===== src/rtl/glzw_pkg.sv =====
// Shared constants, item types and code arithmetic for the GIF LZW encoder.
package glzw_pkg;

  localparam int CODE_LIMIT   = 4096;
  localparam int SYMBOL_COUNT = 256;
  localparam int CODE_W       = $clog2(CODE_LIMIT);
  localparam int SYM_W        = $clog2(SYMBOL_COUNT);
  localparam int KEY_W        = CODE_W + SYM_W;
  localparam int DICT_DEPTH   = CODE_LIMIT * SYMBOL_COUNT;
  localparam int NEXT_W       = CODE_W + 1;
  localparam int WIDTH_W      = 4;
  localparam int SIZE_W       = 4;
  localparam int PIXEL_W      = 8;
  localparam int BYTE_W       = 8;
  localparam int MASK_W       = 16;
  localparam int MAX_CODES    = 4;
  localparam int PEND_IDX_W   = $clog2(MAX_CODES);
  localparam int PEND_CNT_W   = $clog2(MAX_CODES + 1);
  localparam int QDEPTH       = 4;
  localparam int QPTR_W       = $clog2(QDEPTH);
  localparam int QCNT_W       = $clog2(QDEPTH + 1);
  localparam int ACC_W        = 24;
  localparam int CNT_W        = 5;

  localparam logic [SIZE_W-1:0]  SIZE_MIN   = SIZE_W'(2);
  localparam logic [SIZE_W-1:0]  SIZE_MAX   = SIZE_W'(8);
  localparam logic [SIZE_W-1:0]  SIZE_RESET = SIZE_W'(8);
  localparam logic [WIDTH_W-1:0] WIDTH_CAP  = WIDTH_W'(15);

  // One pixel as it travels from the front to the dictionary engine
  typedef struct packed {
    logic [SYM_W-1:0] sym;
    logic             start;
    logic             eoi;
  } item_t;

  // One code for the packer; last closes the image's code stream
  typedef struct packed {
    logic [CODE_W-1:0]  code;
    logic [WIDTH_W-1:0] width;
    logic               last;
  } code_t;

  // Saturate the programmed size, then lower it to fit the symbol alphabet
  function automatic logic [SIZE_W-1:0] eff_size(input logic [SIZE_W-1:0] cfg);
    logic [SIZE_W-1:0] s;
    s = cfg;
    if (s < SIZE_MIN) s = SIZE_MIN;
    if (s > SIZE_MAX) s = SIZE_MAX;
    for (int i = 0; i < 6; i++) begin
      if (s > SIZE_MIN && (MASK_W'(1) << s) > MASK_W'(SYMBOL_COUNT)) s = s - SIZE_W'(1);
    end
    return s;
  endfunction

  function automatic logic [CODE_W-1:0] clear_code(input logic [SIZE_W-1:0] s);
    return CODE_W'(1) << s;
  endfunction

  // Code width after a restart at size s
  function automatic logic [WIDTH_W-1:0] restart_width(input logic [SIZE_W-1:0] s);
    logic [WIDTH_W-1:0] w;
    logic [NEXT_W-1:0]  nc;
    nc = NEXT_W'(clear_code(s)) + NEXT_W'(2);
    w  = WIDTH_W'(s) + WIDTH_W'(1);
    if (MASK_W'(nc) >= (MASK_W'(1) << w)) w = w + WIDTH_W'(1);
    return w;
  endfunction

  // Width growth after one code has gone out
  function automatic logic [WIDTH_W-1:0] grow_width(input logic [WIDTH_W-1:0] w,
                                                    input logic [NEXT_W-1:0] nc);
    logic [MASK_W-1:0] mask;
    mask = (MASK_W'(1) << w) - MASK_W'(1);
    if (mask < MASK_W'(nc) && w < WIDTH_CAP) return w + WIDTH_W'(1);
    return w;
  endfunction

endpackage


===== src/rtl/glzw_front.sv =====
// Input side: accept pixels, mask and tag image starts, queue them for the engine.
module glzw_front (
  input  logic                        clk,
  input  logic                        rst,
  input  logic                        in_valid,
  output logic                        in_ready,
  input  logic [glzw_pkg::PIXEL_W-1:0] pixel,
  input  logic                        end_of_image,
  input  logic [glzw_pkg::SIZE_W-1:0] code_size,
  output logic                        q_valid,
  output glzw_pkg::item_t             q_item,
  input  logic                        q_pop
);

  glzw_pkg::item_t                  qmem [glzw_pkg::QDEPTH];
  logic [glzw_pkg::QPTR_W-1:0]      wr_ptr;
  logic [glzw_pkg::QPTR_W-1:0]      rd_ptr;
  logic [glzw_pkg::QCNT_W-1:0]      count;
  logic                             start;
  logic [glzw_pkg::SYM_W-1:0]       sym_mask;
  glzw_pkg::item_t                  push_item;
  logic                             push;
  logic                             pop;

  assign in_ready = count != glzw_pkg::QCNT_W'(glzw_pkg::QDEPTH);
  assign q_valid  = count != '0;
  assign q_item   = qmem[rd_ptr];
  assign push     = in_valid && in_ready;
  assign pop      = q_pop && q_valid;

  always_comb begin
    sym_mask       = glzw_pkg::SYM_W'(glzw_pkg::clear_code(glzw_pkg::eff_size(code_size))
                                      - glzw_pkg::CODE_W'(1));
    push_item.sym   = pixel[glzw_pkg::SYM_W-1:0] & sym_mask;
    push_item.start = start;
    push_item.eoi   = end_of_image;
  end

  always_ff @(posedge clk) begin
    if (push) qmem[wr_ptr] <= push_item;
  end

  always_ff @(posedge clk) begin
    if (rst) begin
      wr_ptr <= '0;
      rd_ptr <= '0;
      count  <= '0;
      start  <= 1'b1;
    end else begin
      if (push) begin
        wr_ptr <= wr_ptr + glzw_pkg::QPTR_W'(1);
        // the item after the last pixel opens a new image
        start  <= end_of_image;
      end
      if (pop) rd_ptr <= rd_ptr + glzw_pkg::QPTR_W'(1);
      if (push && !pop) begin
        count <= count + glzw_pkg::QCNT_W'(1);
      end else if (pop && !push) begin
        count <= count - glzw_pkg::QCNT_W'(1);
      end
    end
  end

endmodule


===== config.mk =====
export PLATFORM = sky130hd
export DESIGN_NAME = glzw_front
export DESIGN_NICKNAME = d
export VERILOG_FILES = /design/src/rtl/glzw_pkg.sv /design/src/rtl/glzw_front.sv
export SDC_FILE = /design/constraint.sdc
export NUM_CORES = 1
export LEC_CHECK = 0
export ABC_AREA = 1
export BUFFER_PORTS_ARGS = -buffer_cell sky130_fd_sc_hd__buf_2
export CAP_MARGIN = 20
export CORE_MARGIN = 1.5
export CORE_UTILIZATION = 45
export CTS_CLUSTER_DIAMETER = 60
export DETAILED_ROUTE_END_ITERATION = 6
export PLACE_DENSITY = 0.67
export SETUP_SLACK_MARGIN = 0.4
export SYNTH_ARGS = -nofsm -noshare
export SYNTH_HDL_FRONTEND = slang
export SYNTH_SLANG_ARGS = --single-unit

===== constraint.sdc =====
create_clock -name clk -period 1.8 [get_ports clk]
set_input_delay 0.18 -clock clk [delete_from_list [all_inputs] [get_ports clk]]
set_output_delay 0.18 -clock clk [all_outputs]
set_load 0.005 [all_outputs]

==> summary.md <==
| Metric | Value |
|---|---|
| Seq pwr share | between 30% and 40% |
| Power share of the clock group | between 20% and 30% |
| CTS tree | done |
| Worst slew pin tran | 575 ps |
| TNS Setup | 0 ps |
| First-pass GRT wire length | a little over 7000 um |
| First drt pass iteration count | 4 |
| Final setup fails | 0 |
| Outcome | finished clean |
| Seq cells post-synth | 50 |
| Crit-path cells | inv_4 > nand3_4 > nand2_4 > inv_4 > ha_4 > inv_2 > fa_2 > o21ai_2 > a21oi_1 |
| WP data arrival | approximately 1800 ps |
| Post-synth EDFFs | 40 |
| Antenna viol nets, final | 0 |
| Pwr Density | between 1000 and 1500 nW/um^2 |
| WL/cell | around 15 um |
| Clock Sinks | 50 |
| DP Area | 2390 um^2 |
| H-tree depth | 2 |
| HPWL after DPL | ~2500 um |
| GP Congestion | 0.698 |
| Period minus WS final | roughly 1600 ps |
| Cell internal pwr | 2.73 mW |
| Hold Slack | 99.0 ps |
| Site Rows | 24 |
| Total GRT Usage | 18.1% |
| Sw Pwr | roughly 1.3 mW |
| Routed wire length | approximately 4400 um |
| Most instantiated library cell after synthesis | edfxtp_1 |
| Hold Vio Cnt, Final | 0 |
| Die height | a little over 70 um |
| Worst EP required | about 2000 ps |
| Mapped cell area | roughly 2100 um^2 |
| Core region area | about 4500 um^2 |
| Total CTS buffers | 5 |
| Die ar. | approximately 5200 um^2 |
| Sw Ratio | a little under a third |
| Final Slew Violations | 0 |
| Max-slew headroom | between 60% and 70% |
| Fin area | about 2900 um^2 |
| Final core occ | approximately 64% |
| Worst path most repeated cell | inv_4 |
| Total power | between 4 and 5 mW |
| Combinational share of power | a little under two fifths |
| Primary FF master, synth | edfxtp_1 |
| Ys Warns | 0 |
| Drt initial violations | 96 |
| Die width | 72.0 um |
| Num ports | 29 |
| Period Utilization, post-route | ~87% |
| Vias | roughly 1,500 |
| Leak | between 1 and 1.5 nW |
| Async set or reset register ratio after synthesis | 0% |
| Most frequent cells after synthesis | 40 x edfxtp_1, 37 x nor2_1, 20 x o21ai_1 |
| Hold_buf cts | 0 |
| Via density | around 5.1 |
| PortBufs | 28 |
| CP Launch Type | flip-flop |
| Max_cap viols | 0 |
| Top cell type by total area after synthesis | edfxtp_1 |
| Top post-synthesis cells by area | edfxtp_1 56%, dfxtp_1 9.3%, nor2_1 6.5% |
| Hold Path Class | input pin to flip-flop |
| FILL cells | approximately 340 |
| Mapped Cells | roughly 190 |
| Worst setup EP type | flip-flop |
| CP Class | flip-flop to flip-flop |
| Post-synthesis sequential area ratio | approximately 65% |
| Netlist cell types | 25 |
| Drt drc | 0 |
| RSZ-0062 raised after global routing | yes |
| Clk pin slew, worst setup/hold paths | 90 ps |
| Synthesis-to-layout area growth | 33.9% |
| Initial Utilization | 47.9% |
| Initial antenna violation count | 0 |
| Crit Path Max Fanout | 3 |
| Root Driver | clkbuf_8 |
| CP peak stage delay | around 530 ps |
| Reg2Reg Setup Slack | roughly 240 ps |
| Largest net degree at the start of global routing | 16 |
| Max clock buf depth | 2 |
| Peak supply drop | 1110 uV |
| Syn avg cell area | 11.1 um^2 |
| Top-area cell type share of the netlist area | 56.0% |
| Layout cell share with drive strength beyond 1 | between 40% and 50% |
| Nets | ~270 |
| Vias in the first global route | approximately 1,600 |
| Clock Latency Late Sink | 300 ps |
| FMAX | 639 MHz |
| Skew final | 10.4 ps |
| Diode count | 0 |
| Slowest CP cell | fa_2 |
| GRT overflow | 0 |
per-layer routing:
metal	GRT usage [%]	vias up	part of all wire, %
met5	0	-	0
met4	6.50	0	0.75
met3	3.75	4	2.5
met2	31.7	24	54
met1	22.2	720	43
li1	-	778	-
layout make-up:
class                      count  area, um^2  share of cell area (%)
sequential                    50        1420                    49.3
multi-input combinational    117         766                    26.7
clock buffer                   5        68.8                    2.40
inverter                      21         105                    3.66
tap                           52        65.1                    2.27
clock inverter                 3        63.8                    2.22
timing repair buffer          51         363                    12.6
timing repair inverter         2        22.5                   0.785
logic make-up after synthesis:
group | after synthesis | synth area share (%)
fa+ha+maj | 7 | 4.44
buf+inv | 27 | 5.14
simple gates | 68 | 14.8
other cells | 1 | 0.175
compound gates | 39 | 9.69
xor+xnor | 1 | 0.409
flops | 50 | 65.4
registers in the layout, indices dropped and copies added, names as in the netlist, named ones only:
signal and count:
count 3, qmem 40, rd_ptr 2, start 1
wr_ptr 2
power groups by stage:
stage | logic [mW] | clock network (mW) | registers, mW
floorplan | 0.706 | 0 | 1.52
global placement | 0.976 | 0 | 1.55
detailed placement | 1.00 | 0 | 1.55
CTS | 1.41 | 0.908 | 1.55
global route | 1.70 | 0.968 | 1.58
finish | 1.54 | 0.911 | 1.56
worst paths after layout:
check	startpoint	end	depth (start not counted)
setup reg to reg	count[1]	count[1]	9
setup / recovery	count[1]	count[1]	9
hold / removal	pixel[0]	qmem[3][2]	1
hold reg to reg	rd_ptr[0]	flip-flop	2
stage by stage:
stage          setup slack (ps)  instances
2_1_floorplan               222        194
3_3_place_gp                183        274
3_5_place_dp                147        274
4_1_cts                     256        298
5_1_grt                     171        301
6_report                    235        301
cell usage in the layout, fill, tap and decap left out, types with 3 or more instances in the layout:
master	n
edfxtp_1	40
nor2_1	32
buf_2	28
buf_4	16
inv_1	13
nand2_1	12
o21ai_2	12
o21ai_1	8
a21oi_1	7
o22ai_1	7
nor2_2	5
nand3_1	5
ha_1	5
clkbuf_8	5
dfxtp_1	5
inv_4	4
buf_8	4
inv_2	3
o22ai_2	3
nand2_2	3
dfxtp_4	3
worst max-delay path, delay by kind of cell (launching register included):
| kind | cells | cell delay [ps] |
|---|---|---|
| buffers and inverters | 3 | 150 |
| and+or+nand+nor | 2 | 140 |
| adders and majority gates | 2 | 660 |
| DFF | 1 | 380 |
| AOI/OAI and AO/OA | 2 | 180 |
what timing repair did:
action / CTS / global route
resized for setup: 43 / 15
cloned: 2 / 0
pin swaps: 26 / 9
endpoints found under the setup margin: 12 / 12
setup buffers: 14 / 3
(Power assumes the default switching activity.)
