[config.mk]
export PLATFORM = sky130hd
export DESIGN_NAME = glzw_pack
export DESIGN_NICKNAME = d
export VERILOG_FILES = /design/src/rtl/glzw_pkg.sv /design/src/rtl/glzw_pack.sv
export SDC_FILE = /design/constraint.sdc
export NUM_CORES = 1
export LEC_CHECK = 0
export BUFFER_PORTS_ARGS = -buffer_cell sky130_fd_sc_hd__buf_2
export CORE_ASPECT_RATIO = 1.2
export CORE_MARGIN = 5
export CORE_UTILIZATION = 30
export CTS_CLUSTER_DIAMETER = 150
export DETAILED_ROUTE_END_ITERATION = 8
export GPL_TIMING_DRIVEN = 0
export HOLD_SLACK_MARGIN = 0.08
export SYNTH_ARGS = -nofsm -noshare
export SYNTH_HDL_FRONTEND = slang
export SYNTH_SLANG_ARGS = --single-unit
[constraint.sdc]
create_clock -name clk -period 2.35 [get_ports clk]
set_input_delay 0.1175 -clock clk [delete_from_list [all_inputs] [get_ports clk]]
set_output_delay 0.1175 -clock clk [all_outputs]
set_load 0.1 [all_outputs]
[src/rtl/glzw_pkg.sv]
// Shared constants, item types and code arithmetic for the GIF LZW encoder.
package glzw_pkg;

  localparam int CODE_LIMIT   = 4096;
  localparam int SYMBOL_COUNT = 256;
  localparam int CODE_W       = $clog2(CODE_LIMIT);
  localparam int SYM_W        = $clog2(SYMBOL_COUNT);
  localparam int KEY_W        = CODE_W + SYM_W;
  localparam int DICT_DEPTH   = CODE_LIMIT * SYMBOL_COUNT;
  localparam int NEXT_W       = CODE_W + 1;
  localparam int WIDTH_W      = 4;
  localparam int SIZE_W       = 4;
  localparam int PIXEL_W      = 8;
  localparam int BYTE_W       = 8;
  localparam int MASK_W       = 16;
  localparam int MAX_CODES    = 4;
  localparam int PEND_IDX_W   = $clog2(MAX_CODES);
  localparam int PEND_CNT_W   = $clog2(MAX_CODES + 1);
  localparam int QDEPTH       = 4;
  localparam int QPTR_W       = $clog2(QDEPTH);
  localparam int QCNT_W       = $clog2(QDEPTH + 1);
  localparam int ACC_W        = 24;
  localparam int CNT_W        = 5;

  localparam logic [SIZE_W-1:0]  SIZE_MIN   = SIZE_W'(2);
  localparam logic [SIZE_W-1:0]  SIZE_MAX   = SIZE_W'(8);
  localparam logic [SIZE_W-1:0]  SIZE_RESET = SIZE_W'(8);
  localparam logic [WIDTH_W-1:0] WIDTH_CAP  = WIDTH_W'(15);

  // One pixel as it travels from the front to the dictionary engine
  typedef struct packed {
    logic [SYM_W-1:0] sym;
    logic             start;
    logic             eoi;
  } item_t;

  // One code for the packer; last closes the image's code stream
  typedef struct packed {
    logic [CODE_W-1:0]  code;
    logic [WIDTH_W-1:0] width;
    logic               last;
  } code_t;

  // Saturate the programmed size, then lower it to fit the symbol alphabet
  function automatic logic [SIZE_W-1:0] eff_size(input logic [SIZE_W-1:0] cfg);
    logic [SIZE_W-1:0] s;
    s = cfg;
    if (s < SIZE_MIN) s = SIZE_MIN;
    if (s > SIZE_MAX) s = SIZE_MAX;
    for (int i = 0; i < 6; i++) begin
      if (s > SIZE_MIN && (MASK_W'(1) << s) > MASK_W'(SYMBOL_COUNT)) s = s - SIZE_W'(1);
    end
    return s;
  endfunction

  function automatic logic [CODE_W-1:0] clear_code(input logic [SIZE_W-1:0] s);
    return CODE_W'(1) << s;
  endfunction

  // Code width after a restart at size s
  function automatic logic [WIDTH_W-1:0] restart_width(input logic [SIZE_W-1:0] s);
    logic [WIDTH_W-1:0] w;
    logic [NEXT_W-1:0]  nc;
    nc = NEXT_W'(clear_code(s)) + NEXT_W'(2);
    w  = WIDTH_W'(s) + WIDTH_W'(1);
    if (MASK_W'(nc) >= (MASK_W'(1) << w)) w = w + WIDTH_W'(1);
    return w;
  endfunction

  // Width growth after one code has gone out
  function automatic logic [WIDTH_W-1:0] grow_width(input logic [WIDTH_W-1:0] w,
                                                    input logic [NEXT_W-1:0] nc);
    logic [MASK_W-1:0] mask;
    mask = (MASK_W'(1) << w) - MASK_W'(1);
    if (mask < MASK_W'(nc) && w < WIDTH_CAP) return w + WIDTH_W'(1);
    return w;
  endfunction

endpackage

[src/rtl/glzw_pack.sv]
// Bit packer: append codes LSB first and hand out bytes through an output register.
module glzw_pack (
  input  logic                         clk,
  input  logic                         rst,
  input  logic                         c_valid,
  input  glzw_pkg::code_t              c_item,
  output logic                         c_ready,
  output logic                         out_valid,
  input  logic                         out_ready,
  output logic [glzw_pkg::BYTE_W-1:0]  data_byte,
  output logic                         last_byte
);

  logic [glzw_pkg::ACC_W-1:0]  acc;
  logic [glzw_pkg::CNT_W-1:0]  cnt;
  logic                        closing;

  logic                        slot_free;
  logic                        emit_full;
  logic                        emit_flush;
  logic                        emit;
  logic                        is_last;
  logic [glzw_pkg::ACC_W-1:0]  base_acc;
  logic [glzw_pkg::CNT_W-1:0]  base_cnt;
  logic                        closing_after;
  logic [glzw_pkg::MASK_W-1:0] code_mask;
  logic [glzw_pkg::MASK_W-1:0] code_bits;
  logic                        take;

  localparam logic [glzw_pkg::CNT_W-1:0] BYTE_BITS = glzw_pkg::CNT_W'(glzw_pkg::BYTE_W);

  always_comb begin
    slot_free  = !out_valid || out_ready;
    emit_full  = cnt >= BYTE_BITS;
    emit_flush = closing && (cnt != '0) && !emit_full;
    emit       = slot_free && (emit_full || emit_flush);
    is_last    = closing && (emit_flush || cnt == BYTE_BITS);
    if (emit && is_last) begin
      base_acc = '0;
      base_cnt = '0;
    end else if (emit) begin
      base_acc = acc >> glzw_pkg::BYTE_W;
      base_cnt = cnt - BYTE_BITS;
    end else begin
      base_acc = acc;
      base_cnt = cnt;
    end
    closing_after = closing && !(emit && is_last);
    // take a new code only once the previous one has drained below a byte
    c_ready   = !closing_after && (base_cnt < BYTE_BITS);
    take      = c_valid && c_ready;
    code_mask = (glzw_pkg::MASK_W'(1) << c_item.width) - glzw_pkg::MASK_W'(1);
    code_bits = glzw_pkg::MASK_W'(c_item.code) & code_mask;
  end

  always_ff @(posedge clk) begin
    if (rst) begin
      acc       <= '0;
      cnt       <= '0;
      closing   <= 1'b0;
      out_valid <= 1'b0;
    end else begin
      if (take) begin
        acc <= base_acc | (glzw_pkg::ACC_W'(code_bits) << base_cnt);
        cnt <= base_cnt + glzw_pkg::CNT_W'(c_item.width);
      end else begin
        acc <= base_acc;
        cnt <= base_cnt;
      end
      closing <= closing_after || (take && c_item.last);
      if (emit) begin
        out_valid <= 1'b1;
        data_byte <= acc[glzw_pkg::BYTE_W-1:0];
        last_byte <= is_last;
      end else if (out_ready) begin
        out_valid <= 1'b0;
      end
    end
  end

endmodule

==> run_results.csv <==
group,metric,value,unit
finish,multiInputGateArea,1770,µm²
route,initialDrtViolationCount,112,
route,wl,7800,µm
power_and_ir_drop,peakVddDrop,492,µV
sta,slew_headroom,51.0,%
grt,grt_pass1_vias,2542,
placement,place_congestion,0.896,
synth,ys_seq_elements,40,
grt,track_usage,14.6,%
finish,fill_cells,861,
finish,nNetsFinal,399,
synth,synth_warnings,0,
sta,fin_setup_tns,0,ps
finish,seqCellArea,897,µm²
route,post_drt_wl_per_cell,15.9,µm
cts,clock_path_buffers,2,
synth,synth_top_area_cell,"dfxtp_1",
finish,drive_gt1_share,33.9,%
sta,finalHoldViolCount,0,
finish,fin_util,40.8,%
synth,syn-mean-instance-area,8.43,µm²
grt,grt_pass1_wl,12600,µm
cts,clock_latency,300,ps
status,status,"completed",
min_path,hold_depth,4,
route,drt_first_pass_iters,4,
floorplanning,die_w,95.4,µm
sta,skew,8.65,ps
route,vias_per_cell,5.32,
synth,syn-cell-area,2620,µm²
finish,layout_common_cells,"28 x nand2_1, 28 x dfxtp_1, 27 x buf_4, 27 x buf_2, 26 x nor2_1",
worst_setup_path,cp-start-kind,"register",
grt,grt_start_max_net_pins,14,
worst_setup_path,timing.rr.start,"cnt[3]$_SDFF_PP0_",
cts,clockRootBuffer,"clkbuf_8",
min_path,hold_class,"in -> reg",
cts,htree_num_levels,2,
placement,dp_cells,458,
cts,cts_made_buffers,5,
power_and_ir_drop,leakage,1.33,nW
worst_setup_path,cpPeakStageDelay,320,ps
power_and_ir_drop,power_density,1420,nW/µm²
cts,clock-sinks,40,
synth,ys_async_sr_fraction,0,%
placement,placedInstanceArea,2980,µm²
worst_setup_path,critical_path.cell_chain,"buf_6 > clkinv_4 > ha_4 > nand2_4 > o21ai_4 > inv_4 > buf_4 > ha_1 > a21o_1 > a21oi_2 > xnor2_1 > a21oi_1 > nor2_1",
floorplanning,core_area,8560,µm²
synth,syn_nets,339,
worst_setup_path,path_max_fanout,11,
power_and_ir_drop,finalPower,4.95,mW
floorplanning,die_area,10700,µm²
sta,rsz0062_at_grt,"yes",
worst_setup_path,endpoint_kind,"register",
placement,hpwl,5640,µm
route,vias,2600,
route,drc_errors,0,
worst_setup_path,cp.arrival,2460,ps
placement,io_buffers,30,
cts,cts_tree,"yes",
synth,synth_edf_count,9,
sta,max_clock_freq,436,MHz
finish,instances_no_fill,489,
sta,fin_crit_sh,97.6,%
worst_setup_path,r2r_end,"cnt[3]$_SDFF_PP0_",
finish,area_growth,33.4,%
worst_setup_path,cp_slowest_cell,"dfxtp_2",
finish,diodes,0,
worst_setup_path,crit_type,"reg -> reg",
synth,ys_types,61,
grt,overflow,0,
job,maxCapViolCount,0,
sta,setup_violations,0,
synth,yosys-top-cells-area,"dfxtp_1 24%, edfxtp_1 10%, mux2i_1 6.5%",
grt,antenna_found_initial,0,
synth,synth_top_area_share,23.7,%
worst_setup_path,r2r_slack,60,ps
floorplanning,num_rows,37,
cts,path_clk_slew,80,ps
floorplanning,die_h,112,µm
synth,ys.flop_type,"dfxtp_1",
sta,period_needed,2290,ps
min_path,worstHoldEndpoint,"cnt[0]$_SDFF_PP0_",
route,antenna_left,0,
min_path,hp-start,"c_item[1]",
worst_setup_path,reg2reg_depth,13,
floorplanning,pin_count,32,
sta,worst_pin_slew,727,ps
finish,fin_area,3500,µm²
floorplanning,start_util,30.6,%
worst_setup_path,required,2520,ps
sta,maxSlewViolCount,0,
synth,synth_cells,311,
synth,yosysSeqAreaShare,34.0,%
how the worst max path moves through the flow:
stage                            startpoint            endpoint  slack, ps  cells past startpoint
after floorplan           cnt[3]$_SDFF_PP0_   cnt[4]$_SDFF_PP0_        -20                     14
after global placement            c_item[4]  acc[14]$_SDFF_PP0_       -410                     12
after detailed placement          c_item[4]  acc[14]$_SDFF_PP0_       -450                     12
after CTS                         c_item[2]  acc[12]$_SDFF_PP0_        -70                     10
after global routing      cnt[3]$_SDFF_PP0_   cnt[3]$_SDFF_PP0_        -60                     13
final                     cnt[3]$_SDFF_PP0_   cnt[3]$_SDFF_PP0_         60                     13
routing by layer:
layer / track usage, % / part of all wire [%] / up-vias
met5: 0 / 0 / -
met4: 5.39 / 1.8 / 0
met3: 2.55 / 4.7 / 13
met2: 25.1 / 51 / 82
met1: 18.0 / 42 / 1229
li1: - / - / 1276
timing repair:
item	4_1_cts	5_1_grt
buffers inserted	11	13
setup endpoints to repair	28	30
endpoints found under the hold margin	1	0
gates resized for setup	22	41
hold buffers	1	0
pin swaps	12	22
sequential cells by signal (all words and copies together), names as in the netlist:
| name | flops |
|---|---|
| data_byte | 8 |
| closing | 1 |
| last_byte | 1 |
| out_valid | 1 |
| cnt | 5 |
| acc | 24 |
critical path: cells and delay by family (launching register included):
kind | cells | cell delay, ps
adders and majority gates | 2 | 420
and+or+nand+nor | 2 | 130
buffers and inverters | 4 | 480
xor gates and xnor gates | 1 | 70
AOI/OAI and AO/OA | 4 | 740
DFF | 1 | 320
power by group:
group / switching, mW / total [mW] / internal, mW / leakage (nW)
clock: 0.247 / 0.561 / 0.314 / 0.0541
sequential: 0.128 / 1.06 / 0.936 / 0.339
combinational: 2.04 / 3.33 / 1.28 / 0.937
total: 2.42 / 4.95 / 2.53 / 1.33
kinds of logic (layout without fill, tap and decap cells):
family	count (synthesis)	count (layout)	share of synthesized area (%)
adders and majority gates	7	7	3.63
DFF	40	40	34.0
and+or+nand+nor	120	120	23.6
xor gates and xnor gates	2	2	0.668
buffers and inverters	31	92	5.39
AOI/OAI and AO/OA	90	90	24.5
muxes	21	21	8.21
cell type report:
class | count | area share, %
timing repair buffer | 55 | 10.7
sequential | 40 | 25.6
clock inverter | 3 | 1.22
buffer | 20 | 4.33
inverter | 9 | 1.29
multi-input combinational | 240 | 50.7
clock buffer | 5 | 1.97
tap | 117 | 4.18
synthesized netlist by cell type, types with 3 or more instances:
cell type and instances:
a211oi_1 4, a21o_1 3, a21oi_1 25, a31oi_1 3, a32oi_1 4, and2_1 7, buf_2 5, clkbuf_1 13
dfxtp_1 31, edfxtp_1 9, ha_1 6, inv_1 8, mux2_2 4, mux2i_1 17, nand2_1 29, nand2b_1 4
nand3_1 12, nor2_1 29, nor2b_1 5, nor3_1 9, o211ai_1 6, o21ai_0 9, o221ai_1 5, o22ai_1 4
o32ai_1 3, or2_2 4, or3_1 5, or4_1 3
per-stage QoR:
stage | hold slack (ps) | setup slack [ps]
floorplan | 254 | -16.6
global placement | 369 | -414
detailed placement | 372 | -445
CTS | 210 | -67.5
global route | 225 | -58.0
finish | 201 | 57.2
(Power assumes the default switching activity.)
